<file path="config.mk">
export PLATFORM = sky130hd
export DESIGN_NAME = cga_crtc_register_interface
export DESIGN_NICKNAME = d
export VERILOG_FILES = /design/src/rtl/cgacrtc_pkg.sv /design/src/rtl/cgacrtc_div.sv /design/src/rtl/cgacrtc_regs.sv /design/src/rtl/cga_crtc_register_interface.sv
export SDC_FILE = /design/constraint.sdc
export NUM_CORES = 1
export LEC_CHECK = 0
export ABC_AREA = 1
export BUFFER_PORTS_ARGS = -buffer_cell sky130_fd_sc_hd__buf_2
export CORE_UTILIZATION = 30
export CTS_BUF_LIST = sky130_fd_sc_hd__clkbuf_2 sky130_fd_sc_hd__clkbuf_4 sky130_fd_sc_hd__clkbuf_8
export DETAILED_ROUTE_END_ITERATION = 10
export PLACE_DENSITY = 0.44
export SYNTH_ARGS = -nofsm -noshare
export SYNTH_HDL_FRONTEND = slang
export SYNTH_SLANG_ARGS = --single-unit
</file>
<file path="constraint.sdc">
create_clock -name clock -period 14.2 [get_ports clock]
set_input_delay 2.13 -clock clock [delete_from_list [all_inputs] [get_ports clock]]
set_output_delay 2.13 -clock clock [all_outputs]
set_load 0.05 [all_outputs]
</file>
<file path="src/rtl/cgacrtc_pkg.sv">
// shared types, codes and helpers of the cga crtc port block
`default_nettype none

package cgacrtc_pkg;

   // request op codes
   localparam logic [1:0] OP_READ  = 2'd0;
   localparam logic [1:0] OP_WRITE = 2'd1;
   localparam logic [1:0] OP_FRAME = 2'd2;

   // i/o ports
   localparam logic [15:0] PORT_INDEX  = 16'h03D4;
   localparam logic [15:0] PORT_DATA   = 16'h03D5;
   localparam logic [15:0] PORT_MODE   = 16'h03D8;
   localparam logic [15:0] PORT_STATUS = 16'h03DA;

   // crtc register indexes
   localparam logic [3:0] REG_HTOTAL       = 4'd0;
   localparam logic [3:0] REG_HSYNC_POS    = 4'd2;
   localparam logic [3:0] REG_HSYNC_WIDTH  = 4'd3;
   localparam logic [3:0] REG_VDISPLAYED   = 4'd6;
   localparam logic [3:0] REG_VSYNC_POS    = 4'd7;
   localparam logic [3:0] REG_INTERLACE    = 4'd8;
   localparam logic [3:0] REG_MAX_SCAN     = 4'd9;
   localparam logic [3:0] REG_CURSOR_START = 4'd10;
   localparam logic [3:0] REG_CURSOR_END   = 4'd11;
   localparam logic [3:0] REG_START_HI     = 4'd12;
   localparam logic [3:0] REG_START_LO     = 4'd13;
   localparam logic [3:0] REG_CURSOR_HI    = 4'd14;
   localparam logic [3:0] REG_CURSOR_LO    = 4'd15;

   localparam int CRTC_DEPTH      = 16;
   localparam int CURSOR_OFF_BIT  = 5;
   localparam int MODE_RESET_BIT  = 7;
   localparam int MODE_UPDATE_BIT = 6;

   localparam logic [7:0] STATUS_BASE  = 8'hF0;
   localparam logic [7:0] DEFAULT_ROWS = 8'd25;
   localparam logic [4:0] TALL_SCAN    = 5'd9;
   localparam logic [4:0] SHORT_SCAN   = 5'd7;

   typedef struct packed {
      logic        valid;
      logic [1:0]  op;
      logic [15:0] port;
      logic [7:0]  write_data;
   } req_cmd_type;

   typedef struct packed {
      logic [7:0]  htotal;
      logic [7:0]  hsync_pos;
      logic [7:0]  hsync_width;
      logic [7:0]  vdisplayed;
      logic [7:0]  vsync_pos;
      logic [7:0]  interlace;
      logic [4:0]  max_scan;
      logic [15:0] start_address;
      logic [15:0] cursor_loc;
      logic [6:0]  mode_bits;
      logic        reset_pending;
      logic        cursor_shown;
   } crtc_view_type;

   // scan lines per character row
   function automatic logic [5:0] row_scan_count(input logic [4:0] max_scan,
                                                 input logic [7:0] rows_reg,
                                                 input logic       high_res);
      logic [4:0] ms;
      logic       rows25;
      ms     = max_scan;
      rows25 = (rows_reg == 8'd0) || (rows_reg == DEFAULT_ROWS);
      if (high_res && ms == SHORT_SCAN) begin
         ms = TALL_SCAN;
      end
      if (ms == 5'd0 && rows25) begin
         ms = high_res ? TALL_SCAN : SHORT_SCAN;
      end
      return {1'b0, ms} + 6'd1;
   endfunction

endpackage

`default_nettype wire

</file>
<file path="src/rtl/cgacrtc_div.sv">
// shared restoring divider, one quotient bit per cycle
`default_nettype none

module cgacrtc_div import cgacrtc_pkg::*; #(
   parameter int DW = 15
) (
   input  wire logic          clock,
   input  wire logic          reset,
   input  wire logic          start,
   input  wire logic [DW-1:0] dividend,
   input  wire logic [7:0]    divisor,
   output logic               done,
   output logic [DW-1:0]      quotient
);

   localparam int CNTW = $clog2(DW + 1);

   logic [CNTW-1:0] count_ff, count_in;
   logic            done_ff, done_in;
   logic [DW-1:0]   quot_ff, quot_in;
   logic [7:0]      rem_ff, rem_in;
   logic [7:0]      divisor_ff, divisor_in;
   logic [8:0]      rem_shift;
   logic [8:0]      rem_diff;
   logic            fits;

   assign rem_shift = {rem_ff, quot_ff[DW-1]};
   assign fits      = rem_shift >= {1'b0, divisor_ff};
   assign rem_diff  = rem_shift - {1'b0, divisor_ff};

   always_comb begin
      count_in   = count_ff;
      quot_in    = quot_ff;
      rem_in     = rem_ff;
      divisor_in = divisor_ff;
      done_in    = 1'b0;
      if (start) begin
         count_in   = CNTW'(DW);
         quot_in    = dividend;
         rem_in     = '0;
         divisor_in = divisor;
      end else if (count_ff != '0) begin
         count_in = count_ff - 1'b1;
         quot_in  = {quot_ff[DW-2:0], fits};
         rem_in   = fits ? rem_diff[7:0] : rem_shift[7:0];
         done_in  = (count_ff == CNTW'(1));
      end
   end

   always_ff @(posedge clock) begin
      if (reset) begin
         count_ff <= '0;
         done_ff  <= 1'b0;
      end else begin
         count_ff <= count_in;
         done_ff  <= done_in;
      end
      quot_ff    <= quot_in;
      rem_ff     <= rem_in;
      divisor_ff <= divisor_in;
   end

   assign done     = done_ff;
   assign quotient = quot_ff;

endmodule

`default_nettype wire

</file>
<file path="src/rtl/cgacrtc_regs.sv">
// crtc index and data registers, mode register and port decode
`default_nettype none

module cgacrtc_regs import cgacrtc_pkg::*; (
   input  wire logic        clock,
   input  wire logic        reset,
   input  wire req_cmd_type cmd,
   output logic [7:0]       read_data,
   output logic             update_request,
   output crtc_view_type    view
);

   logic [7:0] index_ff, index_in;
   logic [7:0] crtc_ff [CRTC_DEPTH];
   logic [7:0] crtc_in [CRTC_DEPTH];
   logic       cursor_ff, cursor_in;
   logic [6:0] mode_ff, mode_in;
   logic       rflag_ff, rflag_in;
   logic       is_read, is_write;

   assign is_read  = cmd.valid && (cmd.op == OP_READ);
   assign is_write = cmd.valid && (cmd.op == OP_WRITE);

   always_comb begin
      index_in  = index_ff;
      crtc_in   = crtc_ff;
      cursor_in = cursor_ff;
      mode_in   = mode_ff;
      rflag_in  = rflag_ff;
      if (is_write && cmd.port == PORT_INDEX) begin
         index_in = cmd.write_data;
      end else if (is_write && cmd.port == PORT_DATA && index_ff[7:4] == 4'd0) begin
         unique case (index_ff[3:0])
            REG_MAX_SCAN, REG_CURSOR_END: begin
               crtc_in[index_ff[3:0]] = {3'd0, cmd.write_data[4:0]};
            end
            REG_CURSOR_START: begin
               crtc_in[index_ff[3:0]] = {3'd0, cmd.write_data[4:0]};
               cursor_in = !cmd.write_data[CURSOR_OFF_BIT];
            end
            default: begin
               crtc_in[index_ff[3:0]] = cmd.write_data;
            end
         endcase
      end else if (is_write && cmd.port == PORT_MODE) begin
         if (cmd.write_data[MODE_RESET_BIT]) begin
            rflag_in = 1'b1;
         end
         mode_in = cmd.write_data[6:0];
      end else if (cmd.valid && cmd.op == OP_FRAME) begin
         rflag_in = 1'b0;
      end
   end

   always_ff @(posedge clock) begin
      if (reset) begin
         index_ff  <= '0;
         crtc_ff   <= '{default: '0};
         cursor_ff <= 1'b0;
         mode_ff   <= '0;
         rflag_ff  <= 1'b0;
      end else begin
         index_ff  <= index_in;
         crtc_ff   <= crtc_in;
         cursor_ff <= cursor_in;
         mode_ff   <= mode_in;
         rflag_ff  <= rflag_in;
      end
   end

   // only the cursor location reads back
   always_comb begin
      read_data = '0;
      if (is_read && cmd.port == PORT_DATA) begin
         if (index_ff == {4'd0, REG_CURSOR_HI}) begin
            read_data = crtc_ff[REG_CURSOR_HI];
         end else if (index_ff == {4'd0, REG_CURSOR_LO}) begin
            read_data = crtc_ff[REG_CURSOR_LO];
         end
      end
   end

   assign update_request = is_write && (cmd.port == PORT_MODE)
                           && cmd.write_data[MODE_UPDATE_BIT];

   assign view.htotal        = crtc_ff[REG_HTOTAL];
   assign view.hsync_pos     = crtc_ff[REG_HSYNC_POS];
   assign view.hsync_width   = crtc_ff[REG_HSYNC_WIDTH];
   assign view.vdisplayed    = crtc_ff[REG_VDISPLAYED];
   assign view.vsync_pos     = crtc_ff[REG_VSYNC_POS];
   assign view.interlace     = crtc_ff[REG_INTERLACE];
   assign view.max_scan      = crtc_ff[REG_MAX_SCAN][4:0];
   assign view.start_address = {crtc_ff[REG_START_HI], crtc_ff[REG_START_LO]};
   assign view.cursor_loc    = {crtc_ff[REG_CURSOR_HI], crtc_ff[REG_CURSOR_LO]};
   assign view.mode_bits     = mode_ff;
   assign view.reset_pending = rflag_ff;
   assign view.cursor_shown  = cursor_ff;

endmodule

`default_nettype wire

</file>
<file path="src/rtl/cga_crtc_register_interface.sv">
// top level of the cga crtc port block: sequencer, status logic and result register
//
// One port access enters per word on the req channel and gives one word on the
// rsp channel. Index, data, mode and frame-start words and all reads other than
// the status port have their rsp word registered as they are taken, so the next
// word can be taken on the following edge unless rsp_stall holds the rsp word.
// A read of the status port (0x3DA) runs the horizontal sync start and end
// through one shared bit-serial divider of DW = 8 + clog2(HSYNC_SCALE+1) bits,
// one quotient bit per cycle; req_stall is high until status is registered.
// The cursor, start address, mode, reset flag and cursor visibility fields
// show the register state left by the word being returned.
`default_nettype none

module cga_crtc_register_interface import cgacrtc_pkg::*; #(
   parameter int VSYNC_LINES = 16,
   parameter int HSYNC_SCALE = 64
) (
   input  wire logic        clock,
   input  wire logic        reset,
   input  wire logic        req_valid,
   output logic             req_stall,
   input  wire logic [1:0]  req_op,
   input  wire logic [15:0] req_port,
   input  wire logic [7:0]  req_write_data,
   input  wire logic [9:0]  req_scanline,
   input  wire logic [15:0] req_line_time_us,
   input  wire logic [9:0]  req_display_start,
   input  wire logic [9:0]  req_display_end,
   output logic             rsp_valid,
   input  wire logic        rsp_stall,
   output logic [7:0]       rsp_read_data,
   output logic [15:0]      rsp_cursor_loc,
   output logic [15:0]      rsp_start_address,
   output logic [6:0]       rsp_mode_bits,
   output logic             rsp_reset_pending,
   output logic             rsp_update_request,
   output logic             rsp_cursor_shown
);

   localparam int DW  = 8 + $clog2(HSYNC_SCALE + 1);
   localparam int HW  = DW + 1;
   localparam int CW  = (HW > 16) ? HW : 16;
   localparam int VSW = $clog2(1023 + 255 * 32 + 2 + VSYNC_LINES);

   localparam logic [1:0] ST_IDLE   = 2'd0;
   localparam logic [1:0] ST_DIV_HS = 2'd1;
   localparam logic [1:0] ST_DIV_HE = 2'd2;
   localparam logic [1:0] ST_STATUS = 2'd3;

   logic [1:0]     state_ff, state_in;
   logic           rsp_valid_ff, rsp_valid_in;
   logic [7:0]     rsp_data_ff, rsp_data_in;
   logic           rsp_upd_ff, rsp_upd_in;
   logic [9:0]     line_ff, ds_ff, de_ff;
   logic [15:0]    ltime_ff;
   logic [VSW-1:0] vstart_ff;
   logic [DW-1:0]  hs_ff, hs_in;
   logic [HW-1:0]  he_ff, he_in;

   req_cmd_type    cmd;
   crtc_view_type  view;
   logic [7:0]     regs_read;
   logic           regs_update;

   logic           out_free, accept, is_status;
   logic           div_start, div_done;
   logic [DW-1:0]  div_dividend, div_quot;
   logic [7:0]     htot;
   logic [5:0]     height;
   logic [13:0]    vsync_ofs;
   logic [VSW-1:0] vstart_calc, vend, line_ext;
   logic [CW-1:0]  ltime_ext;
   logic           vblank, vsync, hblank;
   logic [7:0]     status;

   assign out_free  = !rsp_valid_ff || !rsp_stall;
   assign req_stall = !((state_ff == ST_IDLE) && out_free);
   assign accept    = req_valid && !req_stall;
   assign is_status = (req_op == OP_READ) && (req_port == PORT_STATUS);

   assign cmd.valid      = accept;
   assign cmd.op         = req_op;
   assign cmd.port       = req_port;
   assign cmd.write_data = req_write_data;

   cgacrtc_regs u_regs (
      .clock          (clock),
      .reset          (reset),
      .cmd            (cmd),
      .read_data      (regs_read),
      .update_request (regs_update),
      .view           (view)
   );

   // horizontal total of zero divides as one
   assign htot = (view.htotal == 8'd0) ? 8'd1 : view.htotal;

   assign div_start    = (accept && is_status) || (state_ff == ST_DIV_HS && div_done);
   assign div_dividend = (state_ff == ST_IDLE)
                         ? DW'(view.hsync_pos) * DW'(HSYNC_SCALE)
                         : DW'(view.hsync_width) * DW'(HSYNC_SCALE);

   cgacrtc_div #(.DW(DW)) u_div (
      .clock    (clock),
      .reset    (reset),
      .start    (div_start),
      .dividend (div_dividend),
      .divisor  (htot),
      .done     (div_done),
      .quotient (div_quot)
   );

   // vertical sync start, registered when the status read is taken
   assign height      = row_scan_count(view.max_scan, view.vdisplayed, view.mode_bits[0]);
   assign vsync_ofs   = 14'(view.vsync_pos * height);
   assign vstart_calc = VSW'(req_display_start) + VSW'(vsync_ofs)
                        + VSW'(view.interlace != 8'd0);

   assign line_ext  = VSW'(line_ff);
   assign vend      = vstart_ff + VSW'(VSYNC_LINES);
   assign ltime_ext = CW'(ltime_ff);
   assign vblank    = (line_ff < ds_ff) || (line_ff >= de_ff);
   assign vsync     = (line_ext >= vstart_ff) && (line_ext < vend);
   assign hblank    = (ltime_ext >= CW'(hs_ff)) && (ltime_ext <= CW'(he_ff));
   assign status    = STATUS_BASE | {4'd0, vsync, 2'd0, vblank | hblank};

   always_comb begin
      state_in     = state_ff;
      rsp_valid_in = rsp_valid_ff && rsp_stall;
      rsp_data_in  = rsp_data_ff;
      rsp_upd_in   = rsp_upd_ff;
      hs_in        = hs_ff;
      he_in        = he_ff;
      unique case (state_ff)
         ST_IDLE: begin
            if (accept && is_status) begin
               state_in = ST_DIV_HS;
            end else if (accept) begin
               rsp_valid_in = 1'b1;
               rsp_data_in  = regs_read;
               rsp_upd_in   = regs_update;
            end
         end
         ST_DIV_HS: begin
            if (div_done) begin
               hs_in    = div_quot;
               state_in = ST_DIV_HE;
            end
         end
         ST_DIV_HE: begin
            if (div_done) begin
               he_in    = HW'(hs_ff) + HW'(div_quot);
               state_in = ST_STATUS;
            end
         end
         ST_STATUS: begin
            rsp_valid_in = 1'b1;
            rsp_data_in  = status;
            rsp_upd_in   = 1'b0;
            state_in     = ST_IDLE;
         end
         default: begin
            state_in = ST_IDLE;
         end
      endcase
   end

   always_ff @(posedge clock) begin
      if (reset) begin
         state_ff     <= ST_IDLE;
         rsp_valid_ff <= 1'b0;
      end else begin
         state_ff     <= state_in;
         rsp_valid_ff <= rsp_valid_in;
      end
      rsp_data_ff <= rsp_data_in;
      rsp_upd_ff  <= rsp_upd_in;
      hs_ff       <= hs_in;
      he_ff       <= he_in;
      if (accept && is_status) begin
         line_ff   <= req_scanline;
         ltime_ff  <= req_line_time_us;
         ds_ff     <= req_display_start;
         de_ff     <= req_display_end;
         vstart_ff <= vstart_calc;
      end
   end

   assign rsp_valid          = rsp_valid_ff;
   assign rsp_read_data      = rsp_data_ff;
   assign rsp_update_request = rsp_upd_ff;
   assign rsp_cursor_loc     = view.cursor_loc;
   assign rsp_start_address  = view.start_address;
   assign rsp_mode_bits      = view.mode_bits;
   assign rsp_reset_pending  = view.reset_pending;
   assign rsp_cursor_shown   = view.cursor_shown;

endmodule

`default_nettype wire

</file>
==> flow_metrics.py <==
metrics = {
    "drt": {
        "vias": 11136,
        "met3_length_mm": 2.256,
        "firstDrtPassIters": 8,
        "totalWireLength_mm": 36.01,
        "top_layer": "met4",
        "vias_per_cell": 4.615,
        "dr.first_iter.drc_count": 582,
        "met1Wirelength_mm": 17.41,
        "detail_route.wl_per_cell_um": 14.92,
        "ant_nets": 0,
        "route.detailed.drc": 2,
        "wl_met2_mm": 15.69,
    },
    "synthesis": {
        "synthSimpleGateAreaFrac": 0.1982,
        "syn-cell-area_um2": 14110,
        "syn-num-nets": 1907,
        "yosysTopAreaCell": "edfxtp_1",
        "synthMuxAreaShare": 0,
        "synth-async-reset-ratio": 0,
        "syn_avg_cell_area_um2": 8.458,
        "synthFlopType": "edfxtp_1",
        "synth.ff_latch_count": 241,
        "synth_top_area_frac": 0.2618,
        "synthCells": 1668,
        "yosys_warnings": 0,
        "ys_seq_area_frac": 0.4292,
        "synth_top_family_by_area": "simple AND/OR/NAND/NOR gates",
        "ys_types": 35,
        "synth_fa_ha_area_frac": 0.1632,
        "synth_edf_count": 123,
        "synth_compound_area_frac": 0.09232,
        "synth_area_leaders": "edfxtp_1 26%, dfxtp_1 17%, ha_1 11%",
        "synthXorXnorAreaFrac": 0.01987,
    },
    "grt": {
        "grtUsageTotal": 0.1533,
        "overflow": 0,
        "grt_max_degree": 79,
        "antenna_found_initial": 0,
        "grt_pass1_vias": 10892,
        "grt_pass1_wl_mm": 57.81,
    },
    "worst_setup_path": {
        "crit_top_cell": "inv_1",
        "worst-setup-path-type": "reg -> reg",
        "start_kind": "flop",
        "reg2reg_to": "vstart_ff[10]",
        "r2r_cells": 27,
        "slowest_stage": "fa_1",
        "r2r_start": "u_regs.view[44]",
        "max_stage_delay_ns": 0.53,
        "worstSetupEndpointType": "flop",
        "cp_max_fo": 8,
        "r2r_slack_ns": 8.56,
        "critical_path_required_ns": 14.55,
        "cp.arrival_ns": 5.99,
    },
    "status": {
        "outcome": "finished, violations left",
        "failed_checks": "design-rule violations",
    },
    "cells_and_area": {
        "final-seq-area_um2": 6056,
        "utilization": 0.3472,
        "nFillCells": 4924,
        "n_antenna_cell": 0,
        "area_delta_synth_final_pct": 14.31,
        "multi_input_area_um2": 6689,
        "nets": 2008,
        "drive_gt1_frac": 0.1229,
    },
    "clock_network": {
        "clkTransAtPathRegs_ns": 0.06,
        "cts_max_level": 2,
        "postCtsSetupBuffers": 0,
        "cts_max_path_buffers": 3,
        "cts_buffers": 46,
        "cts_root_buffer": "clkbuf_8",
        "ctsResizeCount": 0,
        "numClockSinks": 241,
        "hold_buffers": 0,
        "cts_tree": "yes",
        "insertion_delay_ns": 0.62,
    },
    "placement": {
        "dpl.hpwl_mm": 25.97,
        "gp_congestion": 0.8242,
        "portBuffers": 127,
    },
    "die": {
        "boundaryPins": 128,
        "die_x_um": 218.9,
        "die_y_um": 218.9,
        "core_area_um2": 46460,
        "dieArea_um2": 47900,
        "rows": 79,
        "initial_core_util": 0.3037,
    },
    "timing": {
        "period_minus_slack_ns": 5.644,
        "achievable-frequency_ghz": 0.1772,
        "finalSetupTns_ns": 0,
        "setup_violations": 0,
        "hold_slack_ns": 0.4580,
        "fin_crit_sh": 0.3975,
        "clock_skew_ns": 0.02889,
        "worstMarginPinSlew_ns": 1.183,
        "rsz0062_at_grt": "no",
        "slew_headroom": 0.2095,
        "final_max_slew_viol_count": 0,
        "hold_viol_final": 0,
    },
    "power_and_ir_drop": {
        "power_density_nw_per_um2": 122.6,
        "irDropWorstVdd_uv": 68.17,
        "power.leakage_nw": 7.232,
    },
    "hold_path": {
        "holdPathEnd": "u_regs.index_ff[7]",
        "min_path_type": "reg -> reg",
        "holdPathStages": 2,
        "hp-start": "u_regs.index_ff[7]",
    },
    "run": {
        "maxCapViolCount": 0,
    },
}
==> power breakdown <==
part           internal (mW)  switching [mW]  leakage [nW]
clock                  0.462           0.320         0.549
sequential             0.808          0.0341          2.07
combinational          0.135           0.218          4.61
total                   1.40           0.572          7.23
==> state kept, by name, summed over array words and instances (netlist names), 14 cells and up <==
name	count
u_regs.view	85
he_ff	16
ltime_ext	16
hs_ff	15
u_div.quotient	15
vstart_ff	14
==> metrics by stage <==
stage	worst slack [ns]	area [um^2]	std cells	power, mW
CTS	8.578	16130	2413	2.009
floorplan	8.443	14110	1668	1.120
detailed placement	8.583	15090	2328	1.214
global placement	8.698	15090	2328	1.210
global route	8.100	16130	2413	2.096
finish	8.556	16130	2413	1.977
==> critical path, delay by kind of cell (launching register included) <==
kind                     cells  cell delay [ns]
buffers and inverters        7             0.35
AO/OA/AOI/OAI                3             0.75
adder cells (fa/ha/maj)      6             2.56
flip-flops                   1             0.32
AND/OR/NAND/NOR             11             1.39
==> synth_stat cells, types with 8 or more instances <==
| cell type | number |
|---|---|
| o21ai_0 | 47 |
| clkbuf_1 | 35 |
| xnor2_1 | 10 |
| a31oi_1 | 8 |
| fa_1 | 35 |
| ha_1 | 128 |
| inv_1 | 236 |
| nand4_1 | 16 |
| nor2_1 | 141 |
| edfxtp_1 | 123 |
| dfxtp_1 | 118 |
| xor2_1 | 22 |
| buf_4 | 35 |
| nand2_1 | 331 |
| a21oi_1 | 171 |
| nand3_1 | 150 |
| nor3_1 | 13 |
==> cell usage in the layout (no fill, tap or decap), types with 4 or more instances in the layout <==
cell / netlist / routed
nor3_1: 13 / 13
nor2_1: 141 / 140
clkbuf_4: 0 / 16
buf_2: 7 / 127
buf_4: 35 / 7
xnor2_1: 10 / 10
dfxtp_1: 118 / 118
fa_1: 35 / 35
a21oi_1: 171 / 171
ha_1: 128 / 128
a21boi_0: 4 / 4
nor4_1: 5 / 5
nand2_1: 331 / 331
clkbuf_8: 0 / 54
inv_1: 236 / 236
nand4_1: 16 / 16
xor2_1: 22 / 22
a31oi_1: 8 / 8
bufinv_16: 0 / 4
edfxtp_1: 123 / 123
clkinv_1: 1 / 7
o21bai_1: 5 / 5
o21ai_0: 47 / 46
nand3_1: 150 / 150
==> cell families after synthesis <==
kind of cell               Yosys count
buffers and inverters              320
xor gates and xnor gates            32
AOI/OAI and AO/OA                  247
and+or+nand+nor                    665
DFF                                241
adders and majority gates          163
==> area by class of cell <==
class                           count  share of cell area
Clock buffer                       70             0.05353
Clock inverter                     15             0.01086
Inverter                          239             0.05562
Multi-Input combinational cell   1107              0.4147
Sequential cell                   241              0.3755
Tap cell                          607             0.04709
Timing Repair Buffer              134             0.04267
==> metal layers <==
metal | up-vias | GRT usage
li1 | 5673 | -
met3 | 47 | 0.03617
met1 | 5164 | 0.2086
met2 | 252 | 0.2396
met5 | - | 0
met4 | 0 | 0.04606
==> worst max-delay path by stage <==
stage	startpoint	endpoint	slack [ns]	depth (start not counted)
detailed placement	u_regs.view[45]	vstart_ff[11]	8.58	25
global route	u_regs.view[45]	vstart_ff[11]	8.10	25
finish	u_regs.view[44]	vstart_ff[10]	8.56	27
floorplan	req_port[4]	de_ff[0]	8.44	6
CTS	u_regs.view[45]	vstart_ff[11]	8.58	25
global placement	u_regs.view[62]	vstart_ff[11]	8.70	24
(Power assumes the default switching activity.)
